`config.mk`:
```
export PLATFORM = sky130hd
export DESIGN_NAME = failed_login_source_blocklist
export DESIGN_NICKNAME = d
export VERILOG_FILES = /design/src/rtl/fls_pkg.sv /design/src/rtl/failed_login_source_blocklist.sv /design/src/rtl/fls_ram.sv /design/src/rtl/fls_ctrl.sv /design/src/rtl/fls_datapath.sv
export VERILOG_INCLUDE_DIRS = /design/src /design/src/rtl
export SDC_FILE = /design/constraint.sdc
export NUM_CORES = 2
export LEC_CHECK = 0
export ABC_AREA = 1
export BUFFER_PORTS_ARGS = -buffer_cell sky130_fd_sc_hd__buf_4
export CELL_PAD_IN_SITES_DETAIL_PLACEMENT = 1
export CELL_PAD_IN_SITES_GLOBAL_PLACEMENT = 1
export CORE_MARGIN = 3
export CORE_UTILIZATION = 56
export CTS_CLUSTER_SIZE = 20
export DETAILED_ROUTE_END_ITERATION = 8
export PLACE_DENSITY_LB_ADDON = 0.1
export SYNTH_ARGS = -nofsm -noshare
export SYNTH_HDL_FRONTEND = slang
export SYNTH_SLANG_ARGS = --single-unit
```
`constraint.sdc`:
```
create_clock -name clock -period 9.7 [get_ports clock]
set_input_delay 1.94 -clock clock [delete_from_list [all_inputs] [get_ports clock]]
set_output_delay 1.94 -clock clock [all_outputs]
set_load 0.05 [all_outputs]
```
`src/rtl/failed_login_source_blocklist_assert.svh`:
```
// Assertion macros shared by the failed-login source blocklist RTL.
// Each macro expects a signal named clock and a signal named reset in the module that uses it.
`ifndef FAILED_LOGIN_SOURCE_BLOCKLIST_ASSERT_SVH
`define FAILED_LOGIN_SOURCE_BLOCKLIST_ASSERT_SVH

// Same-cycle implication, checked outside reset
`define FLS_ASSERT_NOW(label, ante, cons, msg) \
   label: assert property (@(posedge clock) disable iff (reset) (ante) |-> (cons)) \
      else $error(msg);

// Next-cycle implication, checked outside reset
`define FLS_ASSERT_NEXT(label, ante, cons, msg) \
   label: assert property (@(posedge clock) disable iff (reset) (ante) |=> (cons)) \
      else $error(msg);

`endif

```
`src/rtl/fls_pkg.sv`:
```
// Shared types and constants for the failed-login source blocklist.
// No dependencies; imported by the controller, the datapath and the top level.
`timescale 1ns / 1ps

package fls_pkg;

   // Configuration register indexes
   localparam int CSR_INDEX_BITS = 3;
   localparam logic [CSR_INDEX_BITS-1:0] CSR_BLOCK_SECONDS = 3'd0;
   localparam logic [CSR_INDEX_BITS-1:0] CSR_ATTEMPT_LIMIT = 3'd1;
   localparam logic [CSR_INDEX_BITS-1:0] CSR_EXEMPT_ADDR_A = 3'd2;
   localparam logic [CSR_INDEX_BITS-1:0] CSR_EXEMPT_ADDR_B = 3'd3;
   localparam logic [CSR_INDEX_BITS-1:0] CSR_EXEMPT_ENABLE = 3'd4;

   // Field widths
   localparam int CSR_DATA_BITS = 32;
   localparam int ADDR_BITS     = 32;
   localparam int TIME_BITS     = 32;
   localparam int LIMIT_BITS    = 16;
   localparam int OUT_CNT_BITS  = 16;
   localparam int EXEMPT_BITS   = 2;

   // Controller states
   typedef enum logic [2:0] {
      ST_IDLE,
      ST_MATCH,
      ST_SELECT,
      ST_READ,
      ST_CALC,
      ST_UPDATE
   } fls_state_type;

   // Commands from controller to datapath
   typedef struct packed {
      logic capture;   // latch the request item
      logic match;     // parallel tag compare
      logic select;    // priority pick of hit or free entry
      logic read;      // read entry data from RAM
      logic calc;      // elapsed time and base count
      logic update;    // write table and load response
      logic record;    // failure is recorded into the selected entry
      logic check;     // check hit a tracked entry
   } fls_cmd_type;

   // Status from datapath to controller
   typedef struct packed {
      logic cmd_fail;
      logic exempt;
      logic hit;
      logic free_any;
   } fls_status_type;

endpackage

```
`src/rtl/failed_login_source_blocklist.sv`:
```
// Top level of the failed-login source blocklist: controller plus datapath.
// Depends on fls_pkg, fls_ctrl and fls_datapath.
// The result strobe rsp_valid is registered after the update step.
// One item at a time: an item walks the steps (compare, select, RAM read, time and count calc,
// update) with busy high, and no new item is taken until it is done.
// Reset: valid bits, config registers and controller clear at once; no clearing pass.
// The result is shown for one cycle on rsp_valid; the receiver cannot stall.
`timescale 1ns / 1ps

module failed_login_source_blocklist #(
   parameter int TABLE_ENTRIES = 16,
   parameter int COUNT_BITS    = 16
) (
   input  logic                               clock,
   input  logic                               reset,
   // configuration
   input  logic                               csr_write_en,
   input  logic [fls_pkg::CSR_INDEX_BITS-1:0] csr_index,
   input  logic [fls_pkg::CSR_DATA_BITS-1:0]  csr_wdata,
   // request item
   input  logic                               start,
   output logic                               busy,
   input  logic                               req_cmd,
   input  logic [fls_pkg::ADDR_BITS-1:0]      req_src_addr,
   input  logic [fls_pkg::TIME_BITS-1:0]      req_now_seconds,
   // response item
   output logic                               rsp_valid,
   output logic                               rsp_blocked,
   output logic                               rsp_exempt_hit,
   output logic                               rsp_released,
   output logic [fls_pkg::TIME_BITS-1:0]      rsp_remaining_seconds,
   output logic [fls_pkg::OUT_CNT_BITS-1:0]   rsp_attempt_count,
   output logic                               rsp_table_full
);

   import fls_pkg::*;

   fls_cmd_type    cmd;
   fls_status_type status;

   // Step sequencer
   fls_ctrl u_ctrl (
      .clock  (clock),
      .reset  (reset),
      .start  (start),
      .busy   (busy),
      .status (status),
      .cmd    (cmd)
   );

   // Table and arithmetic
   fls_datapath #(
      .TABLE_ENTRIES (TABLE_ENTRIES),
      .COUNT_BITS    (COUNT_BITS)
   ) u_datapath (
      .clock                 (clock),
      .reset                 (reset),
      .csr_write_en          (csr_write_en),
      .csr_index             (csr_index),
      .csr_wdata             (csr_wdata),
      .req_cmd               (req_cmd),
      .req_src_addr          (req_src_addr),
      .req_now_seconds       (req_now_seconds),
      .cmd                   (cmd),
      .status                (status),
      .rsp_valid             (rsp_valid),
      .rsp_blocked           (rsp_blocked),
      .rsp_exempt_hit        (rsp_exempt_hit),
      .rsp_released          (rsp_released),
      .rsp_remaining_seconds (rsp_remaining_seconds),
      .rsp_attempt_count     (rsp_attempt_count),
      .rsp_table_full        (rsp_table_full)
   );

endmodule

```
`src/rtl/fls_ram.sv`:
```
// Generic single-write, single-read RAM with registered read data.
// No dependencies.
`timescale 1ns / 1ps

module fls_ram #(
   parameter int WIDTH = 48,
   parameter int DEPTH = 16
) (
   input  logic                                    clock,
   input  logic                                    wr_en,
   input  logic [(DEPTH > 1 ? $clog2(DEPTH) : 1)-1:0] wr_addr,
   input  logic [WIDTH-1:0]                        wr_data,
   input  logic                                    rd_en,
   input  logic [(DEPTH > 1 ? $clog2(DEPTH) : 1)-1:0] rd_addr,
   output logic [WIDTH-1:0]                        rd_data
);

   logic [WIDTH-1:0] mem_ff [DEPTH];
   logic [WIDTH-1:0] rd_data_ff;

   always_ff @(posedge clock) begin
      if (wr_en) begin
         mem_ff[wr_addr] <= wr_data;
      end
      if (rd_en) begin
         rd_data_ff <= mem_ff[rd_addr];
      end
   end

   assign rd_data = rd_data_ff;

endmodule

```
`src/rtl/fls_ctrl.sv`:
```
// Controller state machine for the failed-login source blocklist.
// Depends on fls_pkg and the assertion macro header.
`timescale 1ns / 1ps
`include "failed_login_source_blocklist_assert.svh"

module fls_ctrl (
   input  logic                   clock,
   input  logic                   reset,
   input  logic                   start,
   output logic                   busy,
   input  fls_pkg::fls_status_type status,
   output fls_pkg::fls_cmd_type    cmd
);

   import fls_pkg::*;

   fls_state_type state_ff;
   fls_state_type state_in;

   // State register
   always_ff @(posedge clock) begin
      if (reset) begin
         state_ff <= ST_IDLE;
      end else begin
         state_ff <= state_in;
      end
   end

   // Next state and commands: one item walks the steps in order
   always_comb begin
      state_in = state_ff;
      cmd      = '0;
      unique case (state_ff)
         ST_IDLE: begin
            if (start) begin
               cmd.capture = 1'b1;
               state_in    = ST_MATCH;
            end
         end
         ST_MATCH: begin
            cmd.match = 1'b1;
            state_in  = ST_SELECT;
         end
         ST_SELECT: begin
            cmd.select = 1'b1;
            state_in   = ST_READ;
         end
         ST_READ: begin
            cmd.read = 1'b1;
            state_in = ST_CALC;
         end
         ST_CALC: begin
            cmd.calc = 1'b1;
            state_in = ST_UPDATE;
         end
         ST_UPDATE: begin
            cmd.update = 1'b1;
            cmd.record = status.cmd_fail && !status.exempt &&
                         (status.hit || status.free_any);
            cmd.check  = !status.cmd_fail && status.hit;
            state_in   = ST_IDLE;
         end
         default: begin
            state_in = ST_IDLE;
         end
      endcase
   end

   assign busy = (state_ff != ST_IDLE);

   // An accepted item keeps the block busy
   `FLS_ASSERT_NEXT(a_accept_busy, start && !busy, busy, "accepted item did not raise busy")
   // The update step ends the item
   `FLS_ASSERT_NEXT(a_update_ends, cmd.update, !busy, "block still busy after update")
   // At most one step command per cycle
   `FLS_ASSERT_NOW(a_one_step, 1'b1,
      $onehot0({cmd.capture, cmd.match, cmd.select, cmd.read, cmd.calc, cmd.update}),
      "more than one step command active")
   // Record and check only come with the update step
   `FLS_ASSERT_NOW(a_record_check, cmd.record || cmd.check,
      cmd.update && !(cmd.record && cmd.check), "record or check outside update")

endmodule

```
`src/rtl/fls_datapath.sv`:
```
// Datapath of the failed-login source blocklist: config registers, tag table, entry RAM,
// response registers. Depends on fls_pkg, fls_ram and the assertion macro header.
`timescale 1ns / 1ps
`include "failed_login_source_blocklist_assert.svh"

module fls_datapath #(
   parameter int TABLE_ENTRIES = 16,
   parameter int COUNT_BITS    = 16
) (
   input  logic                                       clock,
   input  logic                                       reset,
   // configuration
   input  logic                                       csr_write_en,
   input  logic [fls_pkg::CSR_INDEX_BITS-1:0]         csr_index,
   input  logic [fls_pkg::CSR_DATA_BITS-1:0]          csr_wdata,
   // request item
   input  logic                                       req_cmd,
   input  logic [fls_pkg::ADDR_BITS-1:0]              req_src_addr,
   input  logic [fls_pkg::TIME_BITS-1:0]              req_now_seconds,
   // control
   input  fls_pkg::fls_cmd_type                       cmd,
   output fls_pkg::fls_status_type                    status,
   // response item
   output logic                                       rsp_valid,
   output logic                                       rsp_blocked,
   output logic                                       rsp_exempt_hit,
   output logic                                       rsp_released,
   output logic [fls_pkg::TIME_BITS-1:0]              rsp_remaining_seconds,
   output logic [fls_pkg::OUT_CNT_BITS-1:0]           rsp_attempt_count,
   output logic                                       rsp_table_full
);

   import fls_pkg::*;

   localparam int IDX_W   = (TABLE_ENTRIES > 1) ? $clog2(TABLE_ENTRIES) : 1;
   localparam int ENTRY_W = COUNT_BITS + TIME_BITS;

   // Configuration registers
   logic [TIME_BITS-1:0]   block_seconds_ff;
   logic [LIMIT_BITS-1:0]  attempt_limit_ff;
   logic [ADDR_BITS-1:0]   exempt_addr_a_ff;
   logic [ADDR_BITS-1:0]   exempt_addr_b_ff;
   logic [EXEMPT_BITS-1:0] exempt_enable_ff;

   // Captured item
   logic                   cmd_ff;
   logic [ADDR_BITS-1:0]   key_ff;
   logic [TIME_BITS-1:0]   now_ff;

   // Tag table
   logic [TABLE_ENTRIES-1:0] valid_ff;
   logic [ADDR_BITS-1:0]     slot_addr_ff [TABLE_ENTRIES];

   // Compare and select results
   logic [TABLE_ENTRIES-1:0] match_ff, match_in;
   logic [TABLE_ENTRIES-1:0] free_ff, free_in;
   logic                     exempt_ff, exempt_in;
   logic                     hit_ff, hit_in;
   logic                     free_any_ff, free_any_in;
   logic [IDX_W-1:0]         slot_ff, slot_in;
   logic [IDX_W-1:0]         hit_idx;
   logic [IDX_W-1:0]         free_idx;

   // Entry data path
   logic [ENTRY_W-1:0]       ram_rd_data;
   logic [ENTRY_W-1:0]       ram_wr_data;
   logic [TIME_BITS-1:0]     elapsed_ff, elapsed_in;
   logic [COUNT_BITS-1:0]    count_ff, count_in;
   logic [COUNT_BITS-1:0]    count_next;
   logic [TIME_BITS-1:0]     count_wide;
   logic [TIME_BITS-1:0]     count_next_wide;
   logic                     expired;

   // Response registers
   logic                     rsp_valid_ff;
   logic                     blocked_ff, blocked_in;
   logic                     exempt_hit_ff, exempt_hit_in;
   logic                     released_ff, released_in;
   logic [TIME_BITS-1:0]     remaining_ff, remaining_in;
   logic [OUT_CNT_BITS-1:0]  attempt_ff, attempt_in;
   logic                     full_ff, full_in;

   // Configuration writes
   always_ff @(posedge clock) begin
      if (reset) begin
         block_seconds_ff <= '0;
         attempt_limit_ff <= '0;
         exempt_addr_a_ff <= '0;
         exempt_addr_b_ff <= '0;
         exempt_enable_ff <= '0;
      end else if (csr_write_en) begin
         unique case (csr_index)
            CSR_BLOCK_SECONDS: block_seconds_ff <= csr_wdata[TIME_BITS-1:0];
            CSR_ATTEMPT_LIMIT: attempt_limit_ff <= csr_wdata[LIMIT_BITS-1:0];
            CSR_EXEMPT_ADDR_A: exempt_addr_a_ff <= csr_wdata[ADDR_BITS-1:0];
            CSR_EXEMPT_ADDR_B: exempt_addr_b_ff <= csr_wdata[ADDR_BITS-1:0];
            CSR_EXEMPT_ENABLE: exempt_enable_ff <= csr_wdata[EXEMPT_BITS-1:0];
            default: ;
         endcase
      end
   end

   // Parallel tag compare and exempt match
   always_comb begin
      for (int i = 0; i < TABLE_ENTRIES; i++) begin
         match_in[i] = valid_ff[i] && (slot_addr_ff[i] == key_ff);
         free_in[i]  = !valid_ff[i];
      end
      exempt_in = (exempt_enable_ff[0] && (key_ff == exempt_addr_a_ff)) ||
                  (exempt_enable_ff[1] && (key_ff == exempt_addr_b_ff));
   end

   // Lowest-index hit and lowest-index free entry
   always_comb begin
      hit_in      = 1'b0;
      free_any_in = 1'b0;
      hit_idx     = '0;
      free_idx    = '0;
      for (int i = TABLE_ENTRIES - 1; i >= 0; i--) begin
         if (match_ff[i]) begin
            hit_in  = 1'b1;
            hit_idx = IDX_W'(i);
         end
         if (free_ff[i]) begin
            free_any_in = 1'b1;
            free_idx    = IDX_W'(i);
         end
      end
      slot_in = hit_in ? hit_idx : free_idx;
   end

   // Elapsed time and starting count; a new entry starts from zero
   assign elapsed_in = now_ff - ram_rd_data[TIME_BITS-1:0];
   assign count_in   = hit_ff ? ram_rd_data[ENTRY_W-1:TIME_BITS] : '0;

   // Saturating increment and write-back data
   assign count_next  = (count_ff == {COUNT_BITS{1'b1}}) ? count_ff : count_ff + 1'b1;
   assign ram_wr_data = {count_next, now_ff};
   assign expired     = elapsed_ff > block_seconds_ff;
   assign count_wide      = TIME_BITS'(count_ff);
   assign count_next_wide = TIME_BITS'(count_next);

   // Response item
   always_comb begin
      blocked_in    = 1'b0;
      exempt_hit_in = cmd_ff && exempt_ff;
      released_in   = 1'b0;
      remaining_in  = '0;
      attempt_in    = '0;
      full_in       = cmd_ff && !exempt_ff && !hit_ff && !free_any_ff;
      if (cmd.record) begin
         attempt_in = (count_next_wide > TIME_BITS'({OUT_CNT_BITS{1'b1}})) ?
                      {OUT_CNT_BITS{1'b1}} : count_next_wide[OUT_CNT_BITS-1:0];
      end else if (cmd.check) begin
         if (expired) begin
            released_in = 1'b1;
         end else begin
            attempt_in = (count_wide > TIME_BITS'({OUT_CNT_BITS{1'b1}})) ?
                         {OUT_CNT_BITS{1'b1}} : count_wide[OUT_CNT_BITS-1:0];
            if (count_wide >= TIME_BITS'(attempt_limit_ff)) begin
               blocked_in   = 1'b1;
               remaining_in = block_seconds_ff - elapsed_ff;
            end
         end
      end
   end

   // Item capture and step registers
   always_ff @(posedge clock) begin
      if (cmd.capture) begin
         cmd_ff <= req_cmd;
         key_ff <= req_src_addr;
         now_ff <= req_now_seconds;
      end
      if (cmd.match) begin
         match_ff  <= match_in;
         free_ff   <= free_in;
         exempt_ff <= exempt_in;
      end
      if (cmd.select) begin
         hit_ff      <= hit_in;
         free_any_ff <= free_any_in;
         slot_ff     <= slot_in;
      end
      if (cmd.calc) begin
         elapsed_ff <= elapsed_in;
         count_ff   <= count_in;
      end
      if (cmd.update) begin
         blocked_ff    <= blocked_in;
         exempt_hit_ff <= exempt_hit_in;
         released_ff   <= released_in;
         remaining_ff  <= remaining_in;
         attempt_ff    <= attempt_in;
         full_ff       <= full_in;
      end
   end

   // Valid bits: set on record, cleared on expiry
   always_ff @(posedge clock) begin
      if (reset) begin
         valid_ff <= '0;
      end else if (cmd.record) begin
         valid_ff[slot_ff] <= 1'b1;
      end else if (cmd.check && expired) begin
         valid_ff[slot_ff] <= 1'b0;
      end
   end

   // Tags
   always_ff @(posedge clock) begin
      if (cmd.record) begin
         slot_addr_ff[slot_ff] <= key_ff;
      end
   end

   // Response strobe
   always_ff @(posedge clock) begin
      if (reset) begin
         rsp_valid_ff <= 1'b0;
      end else begin
         rsp_valid_ff <= cmd.update;
      end
   end

   // Count and stamp store
   fls_ram #(
      .WIDTH (ENTRY_W),
      .DEPTH (TABLE_ENTRIES)
   ) u_entry_ram (
      .clock   (clock),
      .wr_en   (cmd.record),
      .wr_addr (slot_ff),
      .wr_data (ram_wr_data),
      .rd_en   (cmd.read),
      .rd_addr (slot_ff),
      .rd_data (ram_rd_data)
   );

   assign status.cmd_fail = cmd_ff;
   assign status.exempt   = exempt_ff;
   assign status.hit      = hit_ff;
   assign status.free_any = free_any_ff;

   assign rsp_valid             = rsp_valid_ff;
   assign rsp_blocked           = blocked_ff;
   assign rsp_exempt_hit        = exempt_hit_ff;
   assign rsp_released          = released_ff;
   assign rsp_remaining_seconds = remaining_ff;
   assign rsp_attempt_count     = attempt_ff;
   assign rsp_table_full        = full_ff;

   // An item ends in at most one of the outcomes
   `FLS_ASSERT_NOW(a_one_outcome, rsp_valid,
      $onehot0({rsp_blocked, rsp_exempt_hit, rsp_released, rsp_table_full}),
      "conflicting outcome flags")
   // A released or unrecorded item reports no count and no time
   `FLS_ASSERT_NOW(a_quiet_fields, rsp_valid && (rsp_released || rsp_exempt_hit || rsp_table_full),
      rsp_attempt_count == '0 && rsp_remaining_seconds == '0,
      "fields set on an item without a tracked entry")
   // A blocked source has been recorded at least once
   `FLS_ASSERT_NOW(a_blocked_count, rsp_valid && rsp_blocked, rsp_attempt_count != '0,
      "blocked source with zero attempts")
   // A recorded failure leaves its entry valid
   `FLS_ASSERT_NEXT(a_record_valid, cmd.record, valid_ff[slot_ff],
      "recorded entry not valid")

endmodule

```
==> metrics.csv <==
metric;value;unit
number of endpoints with negative hold slack in the final report;0;
combined global-route utilization of all metal layers;34.0;%
hold bufs inserted after CTS;0;
Num CTS Buffers;168;
actual slew at the worst max-slew pin;1.37;ns
Post-synth top cells;sky130_fd_sc_hd__edfxtp_1 (1532), sky130_fd_sc_hd__nand2_1 (522), sky130_fd_sc_hd__a22oi_1 (384);
post-route non-filler standard cell count;7124;
critical path launch point type;register;
maximum number of pins on one net before global-route repair;140;
cell accounting for the most synthesized area;sky130_fd_sc_hd__edfxtp_1;
wire length after detailed routing;217;mm
share of the yosys chip area belonging to registers;71.3;%
synthesized instance count;5194;
net load switching power;0.00374;W
share of Yosys cell area claimed by the top area cell type;67.4;%
worst clock skew;0.0265;ns
required time reported for the critical path endpoint;10.11;ns
number of setup violations in the final report;0;
relative area change from synthesis to final layout;11.8;%
Arr. time, crit path;4.67;ns
total DRC errors in the routed layout;0;
class of the worst hold path;register to register;
static power due to leakage;25.8;nW
number of placed instances, taps included;6813;
Detailed Route Iter0 Violations;6435;
most common cell in the netlist;sky130_fd_sc_hd__edfxtp_1;
result of the run;complete, no violations;
critical path class;register to register;
Port-buffer cells;157;
RD Place Congestion;0.879;
library cell used as clock root buffer;sky130_fd_sc_hd__clkbuf_16;
starting utilization of the core area;56.7;%
vias in the first global route;48100;
worst r2r path cells;8;
PD cells;201;mW/mm^2
synth top area cells;sky130_fd_sc_hd__edfxtp_1 (67%), sky130_fd_sc_hd__a22oi_1 (4.2%), sky130_fd_sc_hd__dfxtp_1 (3.9%);
dominant register cell in the synthesized netlist;sky130_fd_sc_hd__edfxtp_1;
post-CTS setup buffer count;0;
Clk Latency, worst-skew pair;0.82;ns
synthesis warning total;0;
die outline height;355;um
fraction of layout cells with a size suffix above 1;11.2;%
final layout net count;5558;
element type at the critical path end;register;
count of pins over their slew limit;0;
number of nets produced by synthesis;5380;
portion of total power attributed to the clock network;39.7;%
distinct cell type count after synthesis;56;
Die Footprint;0.126;sq mm
WHS Path Cells;2;
clock-pin slew on the worst setup and hold paths;0.06;ns
detailed-router iteration count before antenna repair;6;
post-placement worst setup slack;5.47;ns
fraction of synthesis flops using an asynchronous set or reset pin;0;%
share of the clock period used by the worst path after layout;44.0;%
Core Region;0.120;sq mm
fmax;234;MHz
number of synthesized flops with an enable pin;1532;
switching power as a share of total power;24.4;%
portion of total power attributed to sequential cells;52.4;%
global route total overflow;0;
TritonCTS clock tree;done;
Avg Vias per Cell;6.56;
logic gate share of total power;7.9;%
Peak supply drop;0.195;mV
crit path max fanout;54;
cell area after technology mapping;0.0683;sq mm
remaining antenna violation count after routing;0;
wire length of the first global-routing pass;316;mm
antenna violations before repair;11;
routed via count;46700;
Die Span X;355;um
setup repair after global routing missed its margin;no;
crit path time final;4.27;ns
Top Ports;158;
flops & latches, synth;1666;
clock net sink count;1666;
Min Hold Slack;0.464;ns
number of max-capacitance violations reported;0;
Resized Gates After CTS;0;
aggregate negative setup slack;0;ns
final HPWL from detailed placement;128;mm
Worst Setup Slack, final;5.43;ns
number of cell rows;127;
internal cell power;0.0116;W
Max Buffers Root-to-Sink;3;
Max-slew headroom;8.17;%
H-tree levels;4;
drt wl/cell;30.5;um
average instance area after synthesis;13.1;sq um
==> logic make-up (layout without fill, tap and decap cells) <==
logic type / count (synthesis) / count (layout) / share of synthesized area (%)
XOR/XNOR: 212 / 212 / 2.72
other: 0 / 4 / 0
flip-flops: 1666 / 1666 / 71.3
adder cells (fa/ha/maj): 82 / 82 / 1.52
AND/OR/NAND/NOR: 1251 / 1251 / 8.29
buffers and inverters: 626 / 940 / 3.62
AO/OA/AOI/OAI: 1357 / 1357 / 12.5
==> power by group through the flow <==
stage	sequential [W]	clock [W]	combinational, W
floorplan	0.00819	0	0.000616
global placement	0.00819	0	0.00112
detailed placement	0.00820	0	0.00117
CTS	0.00804	0.00616	0.00118
global route	0.00805	0.00645	0.00128
finish	0.00804	0.00609	0.00122
==> through the flow <==
stage | power, W | area, sq um | utilization, %
after floorplan | 0.00881 | 68300 | -
after global placement | 0.00931 | 71300 | 59.2
after detailed placement | 0.00937 | 71300 | 59.2
after CTS | 0.0154 | 76400 | 63.4
after global routing | 0.0158 | 76400 | 63.4
final | 0.0154 | 76400 | 63.4
==> state kept, by name (all words and copies together), names as in the netlist, 2 cells and up, named ones only <==
signal	flops
u_datapath.match_ff	16
u_datapath.block_seconds_ff	32
u_datapath.free_ff	16
u_datapath.attempt_limit_ff	16
u_datapath.exempt_addr_b_ff	32
u_ctrl.state_ff	3
u_datapath.exempt_addr_a_ff	32
u_datapath.exempt_enable_ff	2
u_datapath.u_entry_ram.mem_ff	768
u_datapath.elapsed_ff	32
u_datapath.count_ff	16
u_datapath.rsp_attempt_count	16
u_datapath.rsp_remaining_seconds	32
u_datapath.u_entry_ram.rd_data	48
u_datapath.key_ff	32
u_datapath.now_ff	32
u_datapath.slot_ff	4
u_datapath.slot_addr_ff	512
==> critical path: stages (launching register included) <==
cell                      delay [ns]
sky130_fd_sc_hd__dfxtp_1        0.41
sky130_fd_sc_hd__inv_1          0.12
sky130_fd_sc_hd__nor3_4         0.12
sky130_fd_sc_hd__buf_4          0.57
sky130_fd_sc_hd__o21ai_0        0.23
sky130_fd_sc_hd__nor2_2         0.70
sky130_fd_sc_hd__nand2_1        0.27
sky130_fd_sc_hd__inv_4          0.51
sky130_fd_sc_hd__buf_4          0.84
==> per-layer routing <==
layer	global-route usage, %	share of wire, %	routed length, um	vias up
met4	12.2	3.5	7590	6
met2	54.3	47	102000	2674
met5	0	0.042	91	-
met1	47.5	39	84900	23700
li1	-	-	-	19800
met3	5.91	10	22500	488
==> cells in the final DEF (no fill, tap or decap), types with 7 or more instances in the layout <==
cell type,count
sky130_fd_sc_hd__xnor2_1,118
sky130_fd_sc_hd__nor4_1,57
sky130_fd_sc_hd__a22o_1,21
sky130_fd_sc_hd__a21oi_2,8
sky130_fd_sc_hd__o21bai_1,8
sky130_fd_sc_hd__a21oi_1,371
sky130_fd_sc_hd__nor4b_1,17
sky130_fd_sc_hd__nand4_1,66
sky130_fd_sc_hd__nand3_1,65
sky130_fd_sc_hd__or4_1,48
sky130_fd_sc_hd__o22ai_1,113
sky130_fd_sc_hd__o21ai_1,12
sky130_fd_sc_hd__or2_2,69
sky130_fd_sc_hd__a21o_1,9
sky130_fd_sc_hd__clkbuf_1,45
sky130_fd_sc_hd__inv_2,19
sky130_fd_sc_hd__clkinv_2,25
sky130_fd_sc_hd__xor2_1,94
sky130_fd_sc_hd__a221oi_1,94
sky130_fd_sc_hd__clkbuf_16,171
sky130_fd_sc_hd__o211ai_1,7
sky130_fd_sc_hd__inv_1,346
sky130_fd_sc_hd__nor2_1,353
sky130_fd_sc_hd__ha_1,80
sky130_fd_sc_hd__clkinv_1,41
sky130_fd_sc_hd__nand2_1,520
sky130_fd_sc_hd__a22oi_1,384
sky130_fd_sc_hd__o2111ai_1,19
sky130_fd_sc_hd__buf_4,247
sky130_fd_sc_hd__inv_4,16
sky130_fd_sc_hd__edfxtp_1,1532
sky130_fd_sc_hd__dfxtp_1,134
sky130_fd_sc_hd__o21ai_0,284
sky130_fd_sc_hd__nor3_1,26
==> worst paths after layout <==
check | endpoint | startpoint | slack [ns]
worst max-delay path | u_datapath.u_entry_ram.mem_ff[14][40]$_DFFE_PP_ | u_ctrl.state_ff[0]$_SDFFE_PP0P_ | 5.43
worst min-delay path | u_datapath.exempt_addr_b_ff[30]$_SDFFE_PP0P_ | u_datapath.exempt_addr_b_ff[30]$_SDFFE_PP0P_ | 0.46
worst max register to register | u_datapath.u_entry_ram.mem_ff[14][40]$_DFFE_PP_ | u_ctrl.state_ff[0]$_SDFFE_PP0P_ | 5.43
worst min register to register | u_datapath.exempt_addr_b_ff[30]$_SDFFE_PP0P_ | u_datapath.exempt_addr_b_ff[30]$_SDFFE_PP0P_ | 0.46
==> final cells by class <==
cell class	instances	area (sq um)
Antenna cell	4	10.0
Fill cell	11600	44100
Multi-Input combinational cell	2902	17200
Clock buffer	222	4520
Clock inverter	84	572
Tap cell	1612	2020
Sequential cell	1666	48700
Timing Repair Buffer	249	1890
Inverter	385	1500
Note: power is estimated with default switching activity, not from simulation.
